File: config.mk
export PLATFORM = sky130hd
export DESIGN_NAME = aspool_ram
export DESIGN_NICKNAME = d
export VERILOG_FILES = /design/src/hdl/aspool_ram.sv
export SDC_FILE = /design/constraint.sdc
export NUM_CORES = 1
export LEC_CHECK = 0
export ABC_AREA = 1
export BUFFER_PORTS_ARGS = -buffer_cell sky130_fd_sc_hd__clkbuf_2
export CORE_AREA = 2 2 104 106
export CTS_CLUSTER_SIZE = 20
export DETAILED_ROUTE_END_ITERATION = 8
export DIE_AREA = 0 0 106 108
export PLACE_DENSITY_LB_ADDON = 0.1
export SYNTH_ARGS = -nofsm -noshare
export SYNTH_HDL_FRONTEND = slang
export SYNTH_SLANG_ARGS = --single-unit
File: constraint.sdc
create_clock -name clk_i -period 2.2 [get_ports clk_i]
set_clock_uncertainty 0.15 [all_clocks]
set_input_delay 0.11 -clock clk_i [delete_from_list [all_inputs] [get_ports clk_i]]
set_output_delay 0.11 -clock clk_i [all_outputs]
set_load 0.05 [all_outputs]
File: src/hdl/aspool_ram.sv
`default_nettype none
module aspool_ram #(
  parameter int unsigned WIDTH = 8,
  parameter int unsigned DEPTH = 16
) (
  input  wire logic                       clk_i,
  input  wire logic                       we_i,
  input  wire logic [$clog2(DEPTH)-1:0]   waddr_i,
  input  wire logic [WIDTH-1:0]           wdata_i,
  input  wire logic                       re_i,
  input  wire logic [$clog2(DEPTH)-1:0]   raddr_i,
  output logic      [WIDTH-1:0]           rdata_o
);

  logic [WIDTH-1:0] mem [DEPTH];

  always_ff @(posedge clk_i) begin
    if (we_i) begin
      mem[waddr_i] <= wdata_i;
    end
    if (re_i) begin
      rdata_o <= mem[raddr_i];
    end
  end

endmodule
`default_nettype wire

# Word level (Yosys, flattened, before mapping)
# Memory sizes are Yosys's and may differ from the RTL's. A register that Yosys moved wholly into a read port is not among the register bits.
# Cells that the tools add are included.
# Widths: inputs -> output; s select.
# totals
regBits	0
ram_bits	128
inputBits	19
out_inout_bits	8
wordCells	3
n_memories	1
# op_classes
muxes	2
# mem_list
name	words	width	rd	rd_clocked_by_memory_dff	wr	line_no	rtl
mem	16	8	1	1	1	15	logic [WIDTH-1:0] mem [DEPTH];
# ops
op	count
$mux 1	2

# Depth between registers and ports, before layout
# depth
ltp_word	2
mapped_depth	8

# Least setup slack after synthesis
# Ideal clock, no wire load.
# synth_path
path_kind	input port to flip-flop
from	input waddr_i[2]
to	memory mem[10][0], enable pin
setup_time_ns	0.370
arrival_ns	0.691
slack_ns	0.989
stages	2
path_cell_list	nand3b_1 > nor2_1
# synth_rtl
item	line_no	rtl
start: declaration	8	input wire logic [$clog2(DEPTH)-1:0] waddr_i,
end: declaration	15	
# No word-level cell before the write port.

==> out/qor.yml <==
fin_nets: 613
fin_crit_sh_pct: 96.2
drc_errors: 0
irDropWorstVdd_v: 0.000623
final_cells: 743
post_cts_buffers: 0
end_kind: "flip-flop"
post-route-min-period_ns: 2.12
die_w_um: 106
startpoint_type: "input port"
syn-num-nets: 570
yosysSeqAreaShare_pct: 69.8
numPortBuffers: 26
postRouteAntennaNets: 0
synth-seq-cells: 136
p_total_mw: 6.28
first_pass_iters: 5
rsz0062_at_grt: "no"
syn_inst: 551
clock-sinks: 136
antenna_cells: 0
leakagePower_nw: 2.93
crit_fanout: 16
drv_slew: 0
pin_count: 27
tritoncts: "yes"
dieHeight_um: 108
synth_top_area_share_pct: 69.8
worstSkewPairLatency_ns: 0.52
gp_congestion: 0.887
status: "finished clean"
worstPathArrival_ns: 2.25
grt_pass1_vias: 3601
crit_family: "buffers and inverters"
grt_max_degree: 33
tightestPinTransition_ns: 0.865
utilization_pct: 66.4
drv_cap: 0
num_vias: 3777
crit_slowest_cell: "dlygate4sd3_1"
max-clock-path-buffers: 2
hold_path.class: "input port to flip-flop"
dieArea_sq_mm: 0.0114
drive_gt1_share_pct: 11.0
setup_violations: 0
fmax_ghz: 0.472
crit_buf_inv: 4
worstPathRequired_ns: 2.33
worstPathCellList: "dlygate4sd3_1 > clkbuf_2 > inv_1 > nand3_1 > nand3_1 > dlygate4sd3_1 > nand2_1"
hold_buffers: 12
cpPeakStageDelay_ns: 0.54
ys.warnings.count: 0
drtIter0Drc: 337
numCtsBuffers: 17
clkTransAtPathRegs_ns: 0.06
viasPerCell: 5.08
initial_core_util_pct: 57.1
grtUsageTotal_pct: 23.4
dp_cells: 699
post_drt_wl_per_cell_um: 16.5
synthTopCellsByArea: "edfxtp_1 70%, nand2_1 11%, nand3_1 8.3%"
synth_top_cell_by_area: "edfxtp_1"
overflow: 0
grt_pass1_wl_um: 19300
seqCellArea_sq_mm: 0.00408
postCtsResizedCells: 0
ctsHtreeMaxLevel: 4
routed_wl_um: 12300
multiInputGateArea_sq_mm: 0.00121
worstSetupPathType: "input port to flip-flop"
core_area_sq_mm: 0.0102
syn-cell-area_sq_mm: 0.00585
final_hold_viol_count: 0
rows: 37
fillCellCount: 815
syn_avg_cell_area_sq_um: 10.6
root_buffer: "clkbuf_8"
antenna_found_initial: 0
synth_cell_type_count: 11
post-dp-hpwl_um: 7380
powerDensity_mw_per_mm2: 923
syn_to_final_growth_pct: 16.3
fin_tns_setup_ns: 0
relSlewSlack_pct: 42.1
-- where the power goes --
| part | switching [mW] | leakage, nW | internal [mW] | total, mW |
|---|---|---|---|---|
| Clock | 1.01 | 0.296 | 1.93 | 2.95 |
| Sequential | 0.0140 | 1.24 | 2.92 | 2.93 |
| Combinational | 0.287 | 1.40 | 0.109 | 0.396 |
-- registers in the layout, summed over array words and instances (netlist names) --
signal,cells
rdata_o,8
mem,128
-- metrics by stage --
step | hold WS, ns | worst slack [ns] | cell area (sq um)
6_report | 0.0622 | 0.0834 | 6800
5_1_grt | 0.0850 | 0.0193 | 6800
4_1_cts | 0.0451 | 0.142 | 6800
3_5_place_dp | 0.326 | 0.589 | 6060
3_3_place_gp | 0.334 | 0.616 | 6060
2_1_floorplan | 0.0589 | 0.989 | 5850
-- path summary, 6_finish.rpt --
check | start | to | slack (ns) | cells after the start
setup / recovery | raddr_i[2] | rdata_o[3]$_DFFE_PP_ | 0.08 | 7
hold / removal | we_i | mem[2][1]$_DFFE_PP_ | 0.06 | 3
setup reg to reg | mem[9][3]$_DFFE_PP_ | rdata_o[3]$_DFFE_PP_ | 0.38 | 7
hold reg to reg | mem[15][4]$_DFFE_PP_ | rdata_o[4]$_DFFE_PP_ | 0.59 | 6
-- placed cells by master, fill, tap and decap left out --
cell	count
clkinv_1	3
clkbuf_16	16
nand3_1	97
clkinv_4	1
inv_2	2
bufinv_16	5
clkbuf_8	1
buf_4	10
nor2_1	17
inv_1	100
clkbuf_2	26
nand3b_1	2
dlygate4sd3_1	12
edfxtp_1	136
clkinv_2	3
clkinvlp_4	3
nand2_1	173
-- worst reg2reg max path, cell delays in order (launching register included) --
cell           delay [ns]
edfxtp_1             0.37
inv_1                0.06
nand2_1              0.04
nand3_1              0.10
nand3_1              0.15
nand3_1              0.12
dlygate4sd3_1        0.54
nand2_1              0.04
-- cells by family (layout without fill, tap and decap cells) --
kind of cell           Yosys count  count (layout)  share of synthesized area, %
AND/OR/NAND/NOR                289             289                          20.8
flip-flops                     136             136                          69.8
buffers and inverters          126             182                          9.39
-- Yosys cell counts --
library cell	number
buf_1	1
buf_2	13
buf_4	4
buf_6	6
edfxtp_1	136
inv_1	100
inv_2	2
nand2_1	173
nand3_1	97
nand3b_1	2
nor2_1	17
-- layout make-up --
type | instances | area share [%]
sequential | 136 | 60.1
clock buffer | 17 | 6.09
inverter | 102 | 5.63
clock inverter | 15 | 3.06
tap | 136 | 2.50
timing repair buffer | 48 | 4.79
multi-input combinational | 289 | 17.9
-- per-layer routing --
metal	vias to the layer above	part of all wire [%]	track usage, %
met1	1729	44	32.9
met5	-	0	0
met2	158	47	36.0
li1	1867	-	-
met3	23	7.2	4.64
met4	0	2.4	10.4
No activity file was read; power rests on OpenSTA's default activity.
